**src/rtl/rrle_pkg.sv**
```systemverilog
// ----------------------------------------------------------------------------
// rrle_pkg
// shared constants and types of the row run-length encoder
// ----------------------------------------------------------------------------
package rrle_pkg;

    localparam int PIX_W         = 16;
    localparam int CNT_W         = 13;
    localparam int MAX_WIDTH     = 4096;
    localparam int LITERAL_LIMIT = 3;
    localparam int QUEUE_DEPTH   = 4;
    localparam int QPTR_W        = $clog2(QUEUE_DEPTH);
    localparam int QCNT_W        = $clog2(QUEUE_DEPTH + 1);
    localparam int LIT_IDX_W     = $clog2(LITERAL_LIMIT);

    localparam logic [CNT_W-1:0] ROW_WIDTH_RESET = CNT_W'(MAX_WIDTH);

    localparam logic KIND_LITERAL = 1'b0;
    localparam logic KIND_RUN     = 1'b1;

    localparam logic [2:0] ADDR_ROW_WIDTH = 3'd0;

    // one closed run
    typedef struct packed {
        logic             valid;
        logic [PIX_W-1:0] value;
        logic [CNT_W-1:0] count;
    } run_cmd_t;

    // runs closed by one item: a run closed by a new value, then the row-end run
    typedef struct packed {
        run_cmd_t first;
        run_cmd_t row_run;
    } run_entry_t;

endpackage

```
**src/rtl/rrle_front.sv**
```systemverilog
// ----------------------------------------------------------------------------
// rrle_front
// takes pixels, tracks the open run and the column, and queues closed runs
// ----------------------------------------------------------------------------
module rrle_front (
    input  logic                       clk,
    input  logic                       rst_n,
    input  logic                       push,
    output logic                       full,
    input  logic [rrle_pkg::PIX_W-1:0] pixel,
    input  logic [rrle_pkg::CNT_W-1:0] row_width,
    input  logic                       q_full,
    output logic                       q_push,
    output rrle_pkg::run_entry_t       q_entry
);
    import rrle_pkg::*;

    logic [PIX_W-1:0] held_value_reg, held_value_next;
    logic [CNT_W-1:0] run_length_reg, run_length_next;
    logic [CNT_W-1:0] column_reg, column_next;

    logic             accept;
    logic [CNT_W-1:0] width_eff;
    logic [CNT_W:0]   column_inc;
    logic             ends_row;
    logic             close_first;
    logic             open_new;
    logic [PIX_W-1:0] cur_value;
    logic [CNT_W-1:0] cur_length;

    assign full   = q_full;
    assign accept = push && !q_full;

    always_comb
    begin
        if (row_width == '0)
            width_eff = CNT_W'(1);
        else if (row_width > CNT_W'(MAX_WIDTH))
            width_eff = CNT_W'(MAX_WIDTH);
        else
            width_eff = row_width;
    end

    assign column_inc  = {1'b0, column_reg} + (CNT_W+1)'(1);
    assign ends_row    = column_inc >= {1'b0, width_eff};
    assign close_first = (run_length_reg != '0) && (pixel != held_value_reg);
    assign open_new    = close_first || (run_length_reg == '0);
    assign cur_value   = open_new ? pixel : held_value_reg;
    assign cur_length  = open_new ? CNT_W'(1) : run_length_reg + CNT_W'(1);

    always_comb
    begin
        q_entry.first.valid   = close_first;
        q_entry.first.value   = held_value_reg;
        q_entry.first.count   = run_length_reg;
        q_entry.row_run.valid = ends_row;
        q_entry.row_run.value = cur_value;
        q_entry.row_run.count = cur_length;
        q_push                = accept && (close_first || ends_row);
    end

    always_comb
    begin
        held_value_next = held_value_reg;
        run_length_next = run_length_reg;
        column_next     = column_reg;
        if (accept)
        begin
            held_value_next = cur_value;
            if (ends_row)
            begin
                run_length_next = '0;
                column_next     = '0;
            end
            else
            begin
                run_length_next = cur_length;
                column_next     = column_inc[CNT_W-1:0];
            end
        end
    end

    always_ff @(posedge clk or negedge rst_n)
    begin
        if (!rst_n)
        begin
            held_value_reg <= '0;
            run_length_reg <= '0;
            column_reg     <= '0;
        end
        else
        begin
            held_value_reg <= held_value_next;
            run_length_reg <= run_length_next;
            column_reg     <= column_next;
        end
    end

endmodule

```
**src/rtl/rrle_queue.sv**
```systemverilog
// ----------------------------------------------------------------------------
// rrle_queue
// short queue of closed runs between front and back
// ----------------------------------------------------------------------------
module rrle_queue (
    input  logic                 clk,
    input  logic                 rst_n,
    input  logic                 wr_en,
    input  rrle_pkg::run_entry_t wr_entry,
    output logic                 q_full,
    input  logic                 rd_en,
    output logic                 q_empty,
    output rrle_pkg::run_entry_t rd_entry
);
    import rrle_pkg::*;

    run_entry_t        mem_reg [QUEUE_DEPTH];
    logic [QPTR_W-1:0] wr_ptr_reg, wr_ptr_next;
    logic [QPTR_W-1:0] rd_ptr_reg, rd_ptr_next;
    logic [QCNT_W-1:0] count_reg, count_next;
    logic              do_wr;
    logic              do_rd;

    assign q_full   = count_reg == QCNT_W'(QUEUE_DEPTH);
    assign q_empty  = count_reg == '0;
    assign rd_entry = mem_reg[rd_ptr_reg];
    assign do_wr    = wr_en && !q_full;
    assign do_rd    = rd_en && !q_empty;

    always_comb
    begin
        wr_ptr_next = wr_ptr_reg;
        rd_ptr_next = rd_ptr_reg;
        count_next  = count_reg;
        if (do_wr)
        begin
            if (wr_ptr_reg == QPTR_W'(QUEUE_DEPTH - 1))
                wr_ptr_next = '0;
            else
                wr_ptr_next = wr_ptr_reg + QPTR_W'(1);
        end
        if (do_rd)
        begin
            if (rd_ptr_reg == QPTR_W'(QUEUE_DEPTH - 1))
                rd_ptr_next = '0;
            else
                rd_ptr_next = rd_ptr_reg + QPTR_W'(1);
        end
        if (do_wr && !do_rd)
            count_next = count_reg + QCNT_W'(1);
        else if (do_rd && !do_wr)
            count_next = count_reg - QCNT_W'(1);
    end

    always_ff @(posedge clk)
    begin
        if (do_wr)
            mem_reg[wr_ptr_reg] <= wr_entry;
    end

    always_ff @(posedge clk or negedge rst_n)
    begin
        if (!rst_n)
        begin
            wr_ptr_reg <= '0;
            rd_ptr_reg <= '0;
            count_reg  <= '0;
        end
        else
        begin
            wr_ptr_reg <= wr_ptr_next;
            rd_ptr_reg <= rd_ptr_next;
            count_reg  <= count_next;
        end
    end

endmodule

```
**src/rtl/rrle_back.sv**
```systemverilog
// ----------------------------------------------------------------------------
// rrle_back
// expands runs to literal/run tokens, one item per cycle while pop keeps up
// ----------------------------------------------------------------------------
module rrle_back (
    input  logic                       clk,
    input  logic                       rst_n,
    input  logic                       q_empty,
    input  rrle_pkg::run_entry_t       q_entry,
    output logic                       q_pop,
    output logic                       empty,
    input  logic                       pop,
    output logic                       kind,
    output logic [rrle_pkg::PIX_W-1:0] value,
    output logic [rrle_pkg::CNT_W-1:0] run_count,
    output logic                       row_end,
    output logic                       last
);
    import rrle_pkg::*;

    logic                 phase_reg, phase_next;
    logic [LIT_IDX_W-1:0] idx_reg, idx_next;
    logic                 out_valid_reg, out_valid_next;
    logic                 kind_reg;
    logic [PIX_W-1:0]     value_reg;
    logic [CNT_W-1:0]     run_count_reg;
    logic                 row_end_reg;
    logic                 last_reg;

    logic             slot_free;
    logic             step;
    logic             sel_row;
    run_cmd_t         cur;
    logic             is_run;
    logic             cmd_done;
    logic             entry_done;

    assign slot_free = !out_valid_reg || pop;
    assign step      = slot_free && !q_empty;
    assign sel_row   = phase_reg || !q_entry.first.valid;
    assign cur       = sel_row ? q_entry.row_run : q_entry.first;
    assign is_run    = cur.count > CNT_W'(LITERAL_LIMIT);
    assign cmd_done  = is_run || ((CNT_W'(idx_reg) + CNT_W'(1)) == cur.count);
    assign entry_done = cmd_done && (sel_row || !q_entry.row_run.valid);
    assign q_pop     = step && entry_done;

    always_comb
    begin
        phase_next = phase_reg;
        idx_next   = idx_reg;
        if (step)
        begin
            if (!cmd_done)
                idx_next = idx_reg + LIT_IDX_W'(1);
            else if (entry_done)
            begin
                phase_next = 1'b0;
                idx_next   = '0;
            end
            else
            begin
                phase_next = 1'b1;
                idx_next   = '0;
            end
        end
    end

    always_comb
    begin
        out_valid_next = out_valid_reg;
        if (step)
            out_valid_next = 1'b1;
        else if (pop)
            out_valid_next = 1'b0;
    end

    always_ff @(posedge clk or negedge rst_n)
    begin
        if (!rst_n)
        begin
            phase_reg     <= 1'b0;
            idx_reg       <= '0;
            out_valid_reg <= 1'b0;
        end
        else
        begin
            phase_reg     <= phase_next;
            idx_reg       <= idx_next;
            out_valid_reg <= out_valid_next;
        end
    end

    // output register, payload only
    always_ff @(posedge clk)
    begin
        if (step)
        begin
            kind_reg      <= is_run ? KIND_RUN : KIND_LITERAL;
            value_reg     <= cur.value;
            run_count_reg <= is_run ? cur.count : CNT_W'(1);
            row_end_reg   <= sel_row && cmd_done;
            last_reg      <= entry_done;
        end
    end

    assign empty     = !out_valid_reg;
    assign kind      = kind_reg;
    assign value     = value_reg;
    assign run_count = run_count_reg;
    assign row_end   = row_end_reg;
    assign last      = last_reg;

endmodule

```
**src/rtl/row_run_length_encoder.sv**
```systemverilog
// ----------------------------------------------------------------------------
// row_run_length_encoder
// run-length codes each row of a raster pixel stream into literal and run items
// ----------------------------------------------------------------------------
// throughput: one pixel per cycle while full is low; one result item per cycle from the expander while pop keeps up
// path: a closed run is written to the run queue, then registered in the expander output
// one pixel can give up to six items, queued as one entry in the four-entry run queue
// reset: no run open, column zero, row_width 4096, output and queue empty
// ----------------------------------------------------------------------------
module row_run_length_encoder (
    input  logic                       clk,
    input  logic                       rst_n,
    input  logic                       psel,
    input  logic                       penable,
    input  logic                       pwrite,
    input  logic [2:0]                 paddr,
    input  logic [31:0]                pwdata,
    output logic [31:0]                prdata,
    output logic                       pready,
    input  logic                       push,
    output logic                       full,
    input  logic [rrle_pkg::PIX_W-1:0] pixel,
    output logic                       empty,
    input  logic                       pop,
    output logic                       kind,
    output logic [rrle_pkg::PIX_W-1:0] value,
    output logic [rrle_pkg::CNT_W-1:0] run_count,
    output logic                       row_end,
    output logic                       last
);
    import rrle_pkg::*;

    logic [CNT_W-1:0] row_width_reg, row_width_next;
    logic             cfg_wr;
    logic             q_full;
    logic             q_empty;
    logic             q_push;
    logic             q_pop;
    run_entry_t       wr_entry;
    run_entry_t       rd_entry;

    assign pready = 1'b1;
    assign cfg_wr = psel && penable && pwrite && pready;

    always_comb
    begin
        row_width_next = row_width_reg;
        if (cfg_wr && (paddr[2] == ADDR_ROW_WIDTH[2]))
            row_width_next = pwdata[CNT_W-1:0];
    end

    always_ff @(posedge clk or negedge rst_n)
    begin
        if (!rst_n)
            row_width_reg <= ROW_WIDTH_RESET;
        else
            row_width_reg <= row_width_next;
    end

    always_comb
    begin
        if (paddr[2] == ADDR_ROW_WIDTH[2])
            prdata = {(32-CNT_W)'(0), row_width_reg};
        else
            prdata = '0;
    end

    rrle_front u_front (
        .clk       (clk),
        .rst_n     (rst_n),
        .push      (push),
        .full      (full),
        .pixel     (pixel),
        .row_width (row_width_reg),
        .q_full    (q_full),
        .q_push    (q_push),
        .q_entry   (wr_entry)
    );

    rrle_queue u_queue (
        .clk      (clk),
        .rst_n    (rst_n),
        .wr_en    (q_push),
        .wr_entry (wr_entry),
        .q_full   (q_full),
        .rd_en    (q_pop),
        .q_empty  (q_empty),
        .rd_entry (rd_entry)
    );

    rrle_back u_back (
        .clk       (clk),
        .rst_n     (rst_n),
        .q_empty   (q_empty),
        .q_entry   (rd_entry),
        .q_pop     (q_pop),
        .empty     (empty),
        .pop       (pop),
        .kind      (kind),
        .value     (value),
        .run_count (run_count),
        .row_end   (row_end),
        .last      (last)
    );

endmodule
```
**config.mk**
```make
export PLATFORM = sky130hd
export DESIGN_NAME = row_run_length_encoder
export DESIGN_NICKNAME = d
export VERILOG_FILES = /design/src/rtl/rrle_pkg.sv /design/src/rtl/rrle_front.sv /design/src/rtl/rrle_queue.sv /design/src/rtl/rrle_back.sv /design/src/rtl/row_run_length_encoder.sv
export SDC_FILE = /design/constraint.sdc
export NUM_CORES = 1
export LEC_CHECK = 0
export ABC_CLOCK_PERIOD_IN_PS = 4600
export BUFFER_PORTS_ARGS = -buffer_cell sky130_fd_sc_hd__buf_2
export CAP_MARGIN = 30
export CORE_AREA = 2 2 215 175
export CTS_CLUSTER_DIAMETER = 50
export CTS_CLUSTER_SIZE = 16
export DETAILED_ROUTE_END_ITERATION = 6
export DIE_AREA = 0 0 217 177
export PLACE_DENSITY = 0.67
export SYNTH_ARGS = -nofsm -noshare
export SYNTH_HDL_FRONTEND = slang
export SYNTH_SLANG_ARGS = --single-unit
```
**constraint.sdc**
```tcl
create_clock -name clk -period 4.6 [get_ports clk]
set_input_delay 0.69 -clock clk [delete_from_list [all_inputs] [get_ports clk]]
set_output_delay 0.69 -clock clk [all_outputs]
set_load 0.02 [all_outputs]
```
# Word level (Yosys, flattened, before mapping)
# Memory sizes are Yosys's and may differ from the RTL's.
# Index checks and enable logic that the tools add are counted.
# Widths: inputs -> output; s select.
[classes] add_sub_neg=8 order_cmp=3 n_eq_ne=5 muxes=19 bitwise_logic=1 n_reduce_logical=34
[op_table] cell="$mux 13" n=6
[op_table] cell="$mux 29" n=1
[op_table] cell="$logic_not 13->1" n=2
[op_table] cell="$mux 16" n=1
[op_table] cell="$ne 16x16->1" n=1
[op_table] cell="$add 13x1->14 const B" n=1
[op_table] cell="$ge 14x13->1" n=1
[op_table] cell="$logic_and 1x1->1" n=14
[op_table] cell="$add 13x1->13 const B" n=1
[op_table] cell="$eq 13x13->1" n=1
[op_table] cell="$gt 13x13->1 const B" n=1
[op_table] cell="$gt 13x2->1 const B" n=1
[op_table] cell="$reduce_bool 13->1" n=1
[op_table] cell="$logic_not 1->1" n=7
[op_table] cell="$add 2x1->2 const B" n=3
[op_table] cell="$logic_or 1x1->1" n=6
[op_table] cell="$mux 1" n=6
[op_table] cell="$mux 2" n=3
[op_table] cell="$mux 3" n=2
[op_table] cell="$eq 2x2->1 const B" n=2
[op_table] cell="$reduce_bool 2->1" n=2
[op_table] cell="$add 2x1->3 const B" n=1
[op_table] cell="$add 3x1->3 const B" n=1
[op_table] cell="$eq 3x3->1 const B" n=1
[op_table] cell="4 further kinds" n=4
[totals] register_bits=98 mem_bits_rw=240 in_bits=58 elab_cells=86 n_memories=1
[memory_table] name="u_queue.mem_reg" words=4 width=60 rd=1 rd_clocked_by_memory_dff=0 write_ports=1 line_no="rrle_queue.sv:17" source="run_entry_t mem_reg [QUEUE_DEPTH];"

# Logic depth before layout (Yosys ltp)
# Gate-level depths: netlist (run 1).
# An unclocked memory read counts as a cell.
[depth] word_depth=12 depth_mapped=19

# By module
# From an unflattened synthesis (run 1), not the netlist that was laid out.
[hier_totals] cells_unflattened=946 hier_area_um2=14754.2
[by_module_without_submodules] module="rrle_queue" instances=1 cells_per_inst=351 area_per_inst_um2=9180.1
[by_module_without_submodules] module="rrle_front" instances=1 cells_per_inst=362 area_per_inst_um2=3015.4
[by_module_without_submodules] module="rrle_back" instances=1 cells_per_inst=169 area_per_inst_um2=1766.7
[by_module_without_submodules] module="row_run_length_encoder" instances=1 cells_per_inst=64 area_per_inst_um2=792.0

# Least setup slack after synthesis (run 1)
# OpenSTA, ideal clock, no wires.
[synth_path] path_type="reg-to-reg" start="register u_front.column_reg[0]" end="memory u_queue.mem_reg[0][0] (netlist name) (enable)" arrival_time_ns=3.988 t_required_ns=4.176 slack_ns=0.188 path_stages_with_launch=15 n_path_buf=0 synth_period_minus_slack_ns=4.412 path_cell_list="dfrtp_1 -> ha_1 -> nand3_1 -> nor2_1 -> and4_1 -> nand3_1 -> xnor2_1 -> ha_1 -> nand4_1 -> nor2_1 -> o221ai_1 -> o221a_2 -> clkinv_1 -> o21a_1 -> and2_1"
[synth_via] elab_chain_cells=7
[synth_rtl] item="start: declaration" line_no="rrle_front.sv:20" source="logic [CNT_W-1:0] column_reg, column_next;"
[synth_rtl] item="start signal: assignment" line_no="rrle_front.sv:95" source="column_reg <= column_next;"
[synth_rtl] item="$add 13x1->14" line_no="rrle_front.sv:44" source="assign column_inc = {1'b0, column_reg} + (CNT_W+1)'(1);"
[synth_rtl] item="$ge 14x13->1" line_no="rrle_front.sv:45" source="assign ends_row = column_inc >= {1'b0, width_eff};"
[synth_rtl] item="$logic_or 1x1->1" line_no="rrle_front.sv:59" source="q_push = accept && (close_first || ends_row);"
[synth_rtl] item="$logic_and 1x1->1" line_no="rrle_front.sv:59"
[synth_rtl] item="$logic_and 1x1->1" line_no="rrle_queue.sv:27" source="assign do_wr = wr_en && !q_full;"
[synth_rtl] item="named net u_queue.do_wr" line_no="rrle_queue.sv:21" source="logic do_wr;"
[synth_rtl] item="$mux 1" line_no="rrle_queue.sv:57" source="if (do_wr)"
[synth_rtl] item="$mux 1 (not written as such)" line_no="rrle_queue.sv:58" source="mem_reg[wr_ptr_reg] <= wr_entry;"
[synth_rtl] item="end: declaration" line_no="rrle_queue.sv:17"
# The timed path passes the listed nets, and every way through them passes these cells.

# Final worst setup path (run 1)
[layout_path] start="register u_front.column_reg[0]" end="register u_queue.count_reg[1]"
[layout_via] elab_cells_between_ends=10
[layout_lines] item="$add 13x1->14" line_no="rrle_front.sv:44"
[layout_lines] item="$ge 14x13->1" line_no="rrle_front.sv:45"
[layout_lines] item="$logic_or 1x1->1" line_no="rrle_front.sv:59"
[layout_lines] item="$logic_and 1x1->1" line_no="rrle_front.sv:59"
[layout_lines] item="$logic_and 1x1->1" line_no="rrle_queue.sv:27"
[layout_lines] item="named net u_queue.do_wr" line_no="rrle_queue.sv:21"
[layout_lines] item="$logic_and 1x1->1" line_no="rrle_queue.sv:49" source="if (do_wr && !do_rd)"
[layout_lines] item="$mux 3" line_no="rrle_queue.sv:49"
[layout_lines] item="named net u_queue.count_next[1]" line_no="rrle_queue.sv:20" source="logic [QCNT_W-1:0] count_reg, count_next;"
[layout_lines] item="end signal: assignment" line_no="rrle_queue.sv:73" source="count_reg <= count_next;"
[layout_lines] item="end: declaration" line_no="rrle_queue.sv:20"
# The timed path passes the listed nets, and every way through them passes these cells.
# A chain may end at the register's enable or synchronous reset.

==> summary.md, run 1 <==
| Metric | Value |
|---|---|
| Depth of the CTS H-tree | `2` |
| Max Cap Viol | `0` |
| Crit-path max cell delay | `410 ps` |
| Reg2reg start | `u_front.column_reg[0]` |
| PD cells | `634 nW/um^2` |
| Average size of a mapped cell | `16.4 um^2` |
| Synth top area share | `57.2%` |
| Std-Cell Core Area | `36400 um^2` |
| Non-filler cells, final | `1470` |
| Fin util | `45.1%` |
| Post-layout nets | `1037` |
| Final hold violations | `0` |
| Unique masters post-synth | `56` |
| Highest-count cells in the layout ignoring fill and taps | `edfxtp_1, nand2_1, buf_2` |
| CP top delay family | `compound AO/OA/AOI/OAI gates` |
| Slowest cell on the critical path | `dfrtp_1` |
| Vias in the first global route | `7435` |
| Synthesized cell area | `14300 um^2` |
| FFs w/ async S/R, synth | `19.5%` |
| Antenna Nets Post-Route | `0` |
| Post-Synthesis Cells | `869` |
| Clock latency on the worst-skew pair | `530 ps` |
| Via density | `5.03` |
| Worst Path Required | `5000 ps` |
| Final Max Slew Viols | `0` |
| Predominant post-synthesis flop cell | `edfxtp_1` |
| Root Buffer | `clkbuf_16` |
| Crit end category | `register` |
| Warnings from Yosys | `0` |
| Clock skew | `37.2 ps` |
| Final setup vio count | `0` |
| I/O Pins | `125` |
| CTS tree | `done` |
| Initial Utilization | `39.2%` |
| Actual slew at the worst max-slew pin | `811 ps` |
| Detailed Place HPWL | `17000 um` |
| Period utilization | `89.2%` |
| First-pass GRT wire length | `43200 um` |
| Die Footprint | `38400 um^2` |
| GR Overflow Total | `0` |
| Final Critical Period | `4100 ps` |
| Placer congestion estimate | `0.749` |
| Layout cells sized above 1 | `28.7%` |
| Status | `finished clean` |
| Worst-path clk slew | `70 ps` |
| Peak VDD IR | `0.284 mV` |
| Worst reg2reg path endpoint | `u_queue.count_reg[1]` |
| Yosys reg bits | `338` |
| Die width | `217 um` |
| Pleak | `5.97 nW` |
| DR pass1 iterations | `7` |
| # placed instances | `1405` |
| Via Count | `7395` |
| DRC viols | `0` |
| Slew margin rel. | `45.8%` |
| Total CTS buffers | `35` |
| Max Clock Freq | `0.244 GHz` |
| FF-to-FF path depth | `17` |
| Worst hold path class | `input pin to async pin` |
| Largest net degree at the start of global routing | `54` |
| Total track usage | `14.7%` |
| DRT iter0 DRCs | `478` |
| Reg area | `9830 um^2` |
| Setup Buffers After CTS | `0` |
| Clock sink count | `338` |
| I/O Buffers | `83` |
| Layout Area Growth over Synthesis | `14.8%` |
| Hold buffer count at CTS | `0` |
| CP cell instances | `ha_1 -> nand3_1 -> nor2_1 -> and4_1 -> xor2_1 -> ha_1 -> a21o_1 -> a21o_1 -> a21o_1 -> a21oi_1 -> o221a_2 -> clkinv_1 -> o21a_1 -> ha_1 -> inv_1 -> fa_1 -> mux2_2` |
| Per-cell routed wire length | `18.7 um` |
| Commonest non-fill, non-tap cell in the layout | `edfxtp_1` |
| Row cnt | `63` |
| Fillers | `3161` |
| Final setup margin | `497 ps` |
| Clock buffer depth | `3` |
| Post-synth EDFFs | `272` |
| Max FFs per register | `240` |
| Cts repair resizes | `0` |
| CP Class | `register to register` |
| Flop-to-flop setup slack | `500 ps` |
| Top post-synthesis cells by area | `edfxtp_1, dfrtp_1, mux4_2, mux2_2, nand2_1` |
| Initial antenna violation count | `3` |
| Worst setup SP type | `register` |
| Area of the multi-input gates | `4140 um^2` |
| Unrepaired setup endpoints after global routing | `no` |
| Post-synth top area cell | `edfxtp_1` |
| Die Y | `177 um` |
| Setup total negative slack | `0 ps` |
| Crit path arrival time | `4500 ps` |
| Worst-path fanout max | `7` |
| Routed WL | `27500 um` |
| Worst slack, placed | `494 ps` |
| CP bufs+invs | `2` |
| Seq/Total Area, Yosys | `68.7%` |
per-stage QoR:
stage | area [um^2] | total power, mW | hold WS (ps)
after global routing | 16400 | 11.0 | 85.4
after global placement | 15200 | 7.59 | 458
after CTS | 16400 | 10.6 | 63.1
after floorplan | 14400 | 6.75 | 394
after detailed placement | 15200 | 7.65 | 480
final | 16400 | 10.4 | 86.2
cells by family (layout without fill, tap and decap cells):
logic type	count (synthesis)	in the layout	share of synthesized area (%)
other cells	2	23	0.0526
flops	338	338	68.7
mux	111	111	13.4
xor+xnor	40	40	2.45
buf+inv	85	178	2.91
simple gates	206	206	7.01
compound gates	63	63	3.33
fa+ha+maj	24	24	2.15
worst reg2reg max path, delay by kind of cell, from the launching register on:
kind	cells	cell delay [ps]
mux	1	270
buf+inv	2	170
fa+ha+maj	4	1140
flops	1	410
xor+xnor	1	180
simple gates	3	600
compound gates	6	1220
synthesized netlist by cell type, types with 2 or more instances:
master and n:
edfxtp_1 272, nand2_1 90, dfrtp_1 65, mux4_2 59, mux2_2 45, clkbuf_1 39
xnor2_1 33, nor2_1 25, ha_1 23, buf_4 21, nor2b_1 20, nand3_1 16
inv_1 12, o21ai_0 11, a21o_1 10, a22o_1 10, and3_1 9, buf_2 8
nor3_1 7, nor4_1 7, o31ai_1 7, xor2_1 7, nand4_1 6, a211oi_1 5
a21oi_1 5, and2_1 5, or2_2 5, mux2i_1 4, or3_1 4, a31oi_1 3
buf_1 3, mux2_1 3, nand2b_1 3, conb_1 2, o21a_1 2, o22ai_1 2
or4_1 2
power breakdown:
part	switching (mW)	total [mW]	internal (mW)
logic	1.66	3.04	1.38
registers	0.332	4.49	4.16
clock network	1.20	2.87	1.67
cell type report:
class	instances	share of cell area, %
Antenna cell	3	0.0457
Clock buffer	41	5.54
Clock inverter	21	1.62
Inverter	13	0.297
Multi-Input combinational cell	464	25.2
Sequential cell	338	59.9
Tap cell	487	3.71
Timing Repair Buffer	103	3.68
how the worst max path moves through the flow:
stage,from,endpoint,slack (ps),cells past startpoint
final,u_front.column_reg[0],u_queue.count_reg[1],500,17
after floorplan,u_front.column_reg[0],u_queue.mem_reg[0][0],190,14
after global placement,u_front.column_reg[0],u_queue.count_reg[1],560,17
after global routing,u_front.column_reg[0],u_queue.mem_reg[3][29],160,15
after CTS,u_front.column_reg[0],u_queue.count_reg[1],470,17
after detailed placement,u_front.column_reg[0],u_queue.count_reg[1],490,17
routing by layer:
layer / vias to the layer above / global-route usage, % / wire, um
met4: 0 / 3.88 / 522
met2: 200 / 23.0 / 12700
li1: 3446 / - / -
met1: 3710 / 21.1 / 12500
met5: - / 0 / 0
met3: 39 / 2.97 / 1720
(Power assumes the default switching activity.)
==> inputs of run 2 (changes only) <==
- RECOVER_POWER: not set -> 50
==> summary.md, run 2 (synthesis results as in run 1) <==
| Metric | Value |
|---|---|
| Status | `complete, but fails checks (was finished clean)` |
| Failing checks | `max-capacitance violations, max-slew violations` |
| Final hold violations | `0 (unchanged)` |
| Setup Buffers After CTS | `0 (unchanged)` |
| Reg2reg start | `u_queue.rd_ptr_reg[0] (was u_front.column_reg[0])` |
| Cts repair resizes | `0 (unchanged)` |
| PD cells | `635 nW/um^2 (was 634 nW/um^2)` |
| Clock skew | `38.3 ps (was 37.2 ps)` |
| Fin util | `44.8% (was 45.1%)` |
| Max Clock Freq | `0.241 GHz (was 0.244 GHz)` |
| Unrepaired setup endpoints after global routing | `no (unchanged)` |
| CP Class | `register to register (unchanged)` |
| Pleak | `5.77 nW (was 5.97 nW)` |
| Slew margin rel. | `-54.0% (was 45.8%)` |
| Initial antenna violation count | `1 (was 3)` |
| CP top delay family | `buffers and inverters (was compound AO/OA/AOI/OAI gates)` |
| I/O Pins | `125 (unchanged)` |
| Clock latency on the worst-skew pair | `540 ps (was 530 ps)` |
| Clock buffer depth | `3 (unchanged)` |
| # placed instances | `1405 (unchanged)` |
| Std-Cell Core Area | `36400 um^2 (unchanged)` |
| Detailed Place HPWL | `17000 um (unchanged)` |
| Hold buffer count at CTS | `0 (unchanged)` |
| Post-layout nets | `1037 (unchanged)` |
| Pwr Total | `10.3 mW (was 10.4 mW)` |
| Clock sink count | `338 (unchanged)` |
| Crit end category | `register (unchanged)` |
| Per-cell routed wire length | `18.8 um (was 18.7 um)` |
| First-pass GRT wire length | `43200 um (unchanged)` |
| Die Footprint | `38400 um^2 (unchanged)` |
| Max Cap Viol | `2 (was 0)` |
| Total track usage | `14.7% (unchanged)` |
| Total CTS buffers | `35 (unchanged)` |
| Placer congestion estimate | `0.749 (unchanged)` |
| Worst Path Required | `5030 ps (was 5000 ps)` |
| Period utilization | `90.1% (was 89.2%)` |
| Layout Area Growth over Synthesis | `14.1% (was 14.8%)` |
| Non-filler cells, final | `1469 (was 1470)` |
| I/O Buffers | `83 (unchanged)` |
| DRC viols | `0 (unchanged)` |
| Via density | `5.04 (was 5.03)` |
| Final Max Slew Viols | `89 (was 0)` |
| Worst-path fanout max | `42 (was 7)` |
| Commonest non-fill, non-tap cell in the layout | `edfxtp_1 (unchanged)` |
| Highest-count cells in the layout ignoring fill and taps | `edfxtp_1, nand2_1, clkbuf_1 (was edfxtp_1, nand2_1, buf_2)` |
| Worst-path clk slew | `60 ps (was 70 ps)` |
| Flop-to-flop setup slack | `450 ps (was 500 ps)` |
| Final Critical Period | `4150 ps (was 4100 ps)` |
| Depth of the CTS H-tree | `2 (unchanged)` |
| Dpl cell area | `15200 um^2 (unchanged)` |
| Slowest cell on the critical path | `buf_4 (was dfrtp_1)` |
| CP cell instances | `buf_12 -> or2_2 -> o22ai_1 -> buf_4 -> and2_1 -> nor3_2 -> inv_1 -> ha_1 -> inv_1 -> fa_1 -> xor2_1 -> nor2_1 -> xor2_1 (was ha_1 -> nand3_1 -> nor2_1 -> and4_1 -> xor2_1 -> ha_1 -> a21o_1 -> a21o_1 -> a21o_1 -> a21oi_1 -> o221a_2 -> clkinv_1 -> o21a_1 -> ha_1 -> inv_1 -> fa_1 -> mux2_2)` |
| Final setup margin | `454 ps (was 497 ps)` |
| DR pass1 iterations | `7 (unchanged)` |
| Max FFs per register | `240 (unchanged)` |
| Crit-path max cell delay | `660 ps (was 410 ps)` |
| Finished Cell Area | `16300 um^2 (was 16400 um^2)` |
| WP depth | `13 (was 17)` |
| Root Buffer | `clkbuf_16 (unchanged)` |
| Die width | `217 um (unchanged)` |
| Row cnt | `63 (unchanged)` |
| Worst reg2reg path endpoint | `u_queue.count_reg[2] (was u_queue.count_reg[1])` |
| Peak VDD IR | `0.284 mV (about the same)` |
| CP bufs+invs | `4 (was 2)` |
| Antenna Nets Post-Route | `0 (unchanged)` |
| Worst setup SP type | `register (unchanged)` |
| FF-to-FF path depth | `13 (was 17)` |
| Crit path arrival time | `4570 ps (was 4500 ps)` |
| GR Overflow Total | `0 (unchanged)` |
| Initial Utilization | `39.2% (unchanged)` |
| Largest net degree at the start of global routing | `54 (unchanged)` |
| WHS | `253 ps (was 86.2 ps)` |
| Vias in the first global route | `7435 (unchanged)` |
| DRT iter0 DRCs | `496 (was 478)` |
| Routed WL | `27600 um (was 27500 um)` |
| Worst slack, placed | `494 ps (unchanged)` |
| Final setup vio count | `0 (unchanged)` |
| Setup total negative slack | `0 ps (unchanged)` |
| Worst hold path class | `input pin to async pin (unchanged)` |
| Actual slew at the worst max-slew pin | `2310 ps (was 811 ps)` |
| Layout cells sized above 1 | `21.6% (was 28.7%)` |
| Die Y | `177 um (unchanged)` |
| Via Count | `7399 (was 7395)` |
| CTS tree | `done (unchanged)` |
[run 2: changes by cell type in the layout (fill, tap and decap cells not counted)]
cell and delta:
mux2_1 +1, dfrtp_1 +1, o22ai_4 -1, buf_2 -64
o22ai_1 +1, mux2_2 -1, clkbuf_2 +1, diode_2 -1
clkbuf_1 +66, dfrtp_4 -1, buf_4 -3
[run 2: worst register-to-register path, delay by kind of cell, from the launching register on]
kind / cells / cell delay (ps)
AOI/OAI and AO/OA: 1 / 480
xor gates and xnor gates: 2 / 330
adders and majority gates: 2 / 550
buffers and inverters: 4 / 1120
DFF: 1 / 630
and+or+nand+nor: 4 / 940
[run 2: worst max-delay path by stage]
stage	startpoint	end	slack [ps]
2_1_floorplan	u_front.column_reg[0]	u_queue.mem_reg[0][0]	190
3_3_place_gp	u_front.column_reg[0]	u_queue.count_reg[1]	560
3_5_place_dp	u_front.column_reg[0]	u_queue.count_reg[1]	490
4_1_cts	u_front.column_reg[0]	u_queue.count_reg[1]	470
5_1_grt	u_queue.rd_ptr_reg[0]	u_queue.count_reg[2]	100
6_report	u_queue.rd_ptr_reg[0]	u_queue.count_reg[2]	450
[run 2: final cells by class]
class	count	area (um^2)
Antenna cell	2	5.00
Clock buffer	41	908
Clock inverter	21	267
Fill cell	3188	20100
Inverter	13	48.8
Multi-Input combinational cell	464	4130
Sequential cell	338	9820
Tap cell	487	609
Timing Repair Buffer	103	513
[run 2: per-layer routing]
| metal | vias to the layer above | GRT usage (%) | part of all wire (%) |
|---|---|---|---|
| li1 | 3452 | - | - |
| met1 | 3730 | 21.1 | 46 |
| met2 | 175 | 23.0 | 46 |
| met3 | 42 | 2.97 | 5.8 |
| met4 | 0 | 3.88 | 2.0 |
| met5 | - | 0 | 0 |
[run 2: power by group]
part           total, mW  switching (mW)  leakage, nW  internal (mW)
clock               2.87            1.20        0.550           1.67
sequential          4.50           0.337         3.36           4.16
combinational       2.98            1.66         1.86           1.32
total               10.3            3.20         5.77           7.15
==> inputs of run 3 (changes only) <==
- CORE_AREA: 2 2 215 175 -> 2 2 218 177
- DIE_AREA: 0 0 217 177 -> 0 0 220 179
- GPL_TIMING_DRIVEN: not set -> 0
- HOLD_SLACK_MARGIN: not set -> 0.12
- SYNTH_HIERARCHICAL: not set -> 1
==> summary.md, run 3 <==
| Metric | Value |
|---|---|
| Status | `complete, but fails checks (unchanged)` |
| Failing checks | `max-capacitance violations, max-slew violations (unchanged)` |
| Worst Path Required | `5050 ps (was 5030 ps)` |
| Commonest non-fill, non-tap cell in the layout | `edfxtp_1 (unchanged)` |
| Average size of a mapped cell | `15.6 um^2 (was 16.4 um^2)` |
| Post-layout nets | `1167 (was 1037)` |
| Antenna Nets Post-Route | `0 (unchanged)` |
| Initial antenna violation count | `0 (was 1)` |
| Initial Utilization | `39.4% (was 39.2%)` |
| I/O Pins | `125 (unchanged)` |
| Pleak | `6.11 nW (was 5.77 nW)` |
| Crit path arrival time | `4660 ps (was 4570 ps)` |
| DR pass1 iterations | `6 (was 7)` |
| Highest-count cells in the layout ignoring fill and taps | `edfxtp_1, nand2_1, clkbuf_1 (unchanged)` |
| FFs w/ async S/R, synth | `19.5% (unchanged)` |
| DRT iter0 DRCs | `703 (was 496)` |
| Worst-path clk slew | `70 ps (was 60 ps)` |
| Final setup vio count | `0 (unchanged)` |
| Peak VDD IR | `0.353 mV (was 0.284 mV)` |
| Depth of the CTS H-tree | `1 (was 2)` |
| Max Clock Freq | `0.238 GHz (was 0.241 GHz)` |
| Die width | `220 um (was 217 um)` |
| Clock sink count | `338 (unchanged)` |
| Routed WL | `30600 um (was 27600 um)` |
| I/O Buffers | `83 (unchanged)` |
| Via Count | `8075 (was 7399)` |
| Seq/Total Area, Yosys | `66.6% (was 68.7%)` |
| Fillers | `3340 (was 3188)` |
| Final hold violations | `0 (unchanged)` |
| Post-synth top cells | `edfxtp_1, nand2_1, dfrtp_1, mux4_2, clkbuf_1 (was edfxtp_1, nand2_1, dfrtp_1, mux4_2, mux2_2)` |
| Total track usage | `16.0% (was 14.7%)` |
| Top post-synthesis cells by area | `edfxtp_1, dfrtp_1, mux4_2, nand2_1, ha_1 (was edfxtp_1, dfrtp_1, mux4_2, mux2_2, nand2_1)` |
| Synth top area share | `55.4% (was 57.2%)` |
| Per-cell routed wire length | `19.1 um (was 18.8 um)` |
| Clock buffer depth | `3 (unchanged)` |
| Dpl cell area | `16000 um^2 (was 15200 um^2)` |
| Std-Cell Core Area | `37500 um^2 (was 36400 um^2)` |
| Row cnt | `64 (was 63)` |
| Unique masters post-synth | `76 (was 56)` |
| Post-Synthesis Cells | `946 (was 869)` |
| Yosys reg bits | `338 (unchanged)` |
| Pwr Total | `10.6 mW (was 10.3 mW)` |
| Via density | `5.04 (about the same)` |
| Clock skew | `25.8 ps (was 38.3 ps)` |
| Placer congestion estimate | `0.800 (was 0.749)` |
| Vias in the first global route | `7964 (was 7435)` |
| Finished Cell Area | `16900 um^2 (was 16300 um^2)` |
| Warnings from Yosys | `6 (was 0)` |
| Inserted Diodes | `0 (was 2)` |
| CP Class | `register to register (unchanged)` |
| CTS tree | `done (unchanged)` |
| Unrepaired setup endpoints after global routing | `no (unchanged)` |
| Worst-path fanout max | `10 (was 42)` |
| Layout Area Growth over Synthesis | `14.3% (was 14.1%)` |
| Crit end category | `register (unchanged)` |
| Die Footprint | `39400 um^2 (was 38400 um^2)` |
| GR Overflow Total | `0 (unchanged)` |
| Actual slew at the worst max-slew pin | `1890 ps (was 2310 ps)` |
| Worst setup SP type | `register (unchanged)` |
| Detailed Place HPWL | `20300 um (was 17000 um)` |
| Slew margin rel. | `-25.8% (was -54.0%)` |
| Period utilization | `91.5% (was 90.1%)` |
| First-pass GRT wire length | `47600 um (was 43200 um)` |
| Post-synth EDFFs | `272 (unchanged)` |
| Die Y | `179 um (was 177 um)` |
| DRC viols | `0 (unchanged)` |
| Synthesized cell area | `14800 um^2 (was 14300 um^2)` |
| Total CTS buffers | `29 (was 35)` |
| Post-synth top area cell | `edfxtp_1 (unchanged)` |
| Largest net degree at the start of global routing | `56 (was 54)` |
| Top-count cell post-synth | `edfxtp_1 (unchanged)` |
| Max FFs per register | `240 (unchanged)` |
| Root Buffer | `clkbuf_16 (unchanged)` |
| Worst hold path class | `input pin to register (was input pin to async pin)` |
| Clock latency on the worst-skew pair | `580 ps (was 540 ps)` |
| Max Cap Viol | `3 (was 2)` |
| Layout cells sized above 1 | `19.9% (was 21.6%)` |
| PD cells | `628 nW/um^2 (was 635 nW/um^2)` |
| WHS | `348 ps (was 253 ps)` |
| Final Critical Period | `4210 ps (was 4150 ps)` |
| Predominant post-synthesis flop cell | `edfxtp_1 (unchanged)` |
| Final Max Slew Viols | `104 (was 89)` |
-- run 3: kinds of logic (layout without fill, tap and decap cells) --
family          count (synthesis)  after routing  synth area share [%]
flops                         338            338                  66.6
simple gates                  306            306                  10.2
buf+inv                        91            235                  4.18
mux                            81             81                  11.1
compound gates                 66             66                  3.55
xor+xnor                       38             38                  2.31
fa+ha+maj                      24             24                  2.09
other cells                     2             20                0.0509
-- run 3: through the flow --
stage                     cells  TNS [ps]  setup WS [ps]  utilization (%)
after detailed placement   1548         0            434             42.7
after global routing       1603         0            105             45.0
after CTS                  1603         0            403             45.5
final                      1603         0            392             45.0
after global placement     1542   -350940          -1520             42.3
after floorplan             964         0            124                -
-- run 3: what timing repair did --
item	CTS	global route
endpoints found under the setup margin	0	0
hold buffers	1	0
hold endpoints to repair	29	0
resized for setup	0	0
buffers inserted	0	0
-- run 3: path summary, 6_finish.rpt --
check                                      start                    endpoint  slack (ps)  cells after the start
setup / recovery           u_queue/rd_ptr_reg[1]        u_queue/count_reg[1]         390                     13
hold / removal                         pwdata[0]            row_width_reg[0]         350                      2
setup reg to reg           u_queue/rd_ptr_reg[1]        u_queue/count_reg[1]         390                     13
hold reg to reg            u_front/column_reg[5]       u_front/column_reg[5]         530                      2
max in group asynchronous                  rst_n  u_front/held_value_reg[13]         810                      3
min in group asynchronous                  rst_n       u_front/column_reg[7]        1170                      2
-- run 3: layout make-up --
cell class                 count  area, um^2  share of cell area [%]
buffer                        78         542                    3.21
clock buffer                  40         787                    4.67
sequential                   338        9820                    58.2
tap                          495         619                    3.67
timing repair buffer          90         482                    2.86
clock inverter                14         240                    1.42
inverter                      13        48.8                   0.289
multi-input combinational    535        4320                    25.6
-- run 3: power by group --
group | switching [mW] | internal [mW] | leakage [nW] | total [mW]
clock | 1.12 | 1.50 | 0.488 | 2.63
combinational | 2.07 | 1.40 | 2.27 | 3.47
sequential | 0.316 | 4.18 | 3.35 | 4.50
-- run 3: metal layers --
metal | part of all wire [%] | wire length (um) | global-route usage, % | up-vias
met1 | 47 | 14400 | 24.3 | 4077
li1 | - | - | - | 3745
met3 | 5.7 | 1760 | 2.26 | 32
met2 | 46 | 14000 | 24.8 | 221
met5 | 0 | 0 | 0 | -
met4 | 1.5 | 474 | 2.88 | 0
-- run 3: worst max-delay path, stage by stage (launching register included) --
cell and delay [ps]:
dfrtp_1 350, clkbuf_1 270, buf_2 380, mux4_2 430, or4b_4 580, o31ai_4 90
and3_2 270, a31oi_4 130, a211oi_2 380, o31ai_2 190, ha_1 240, inv_1 80
fa_1 420, mux2_2 270
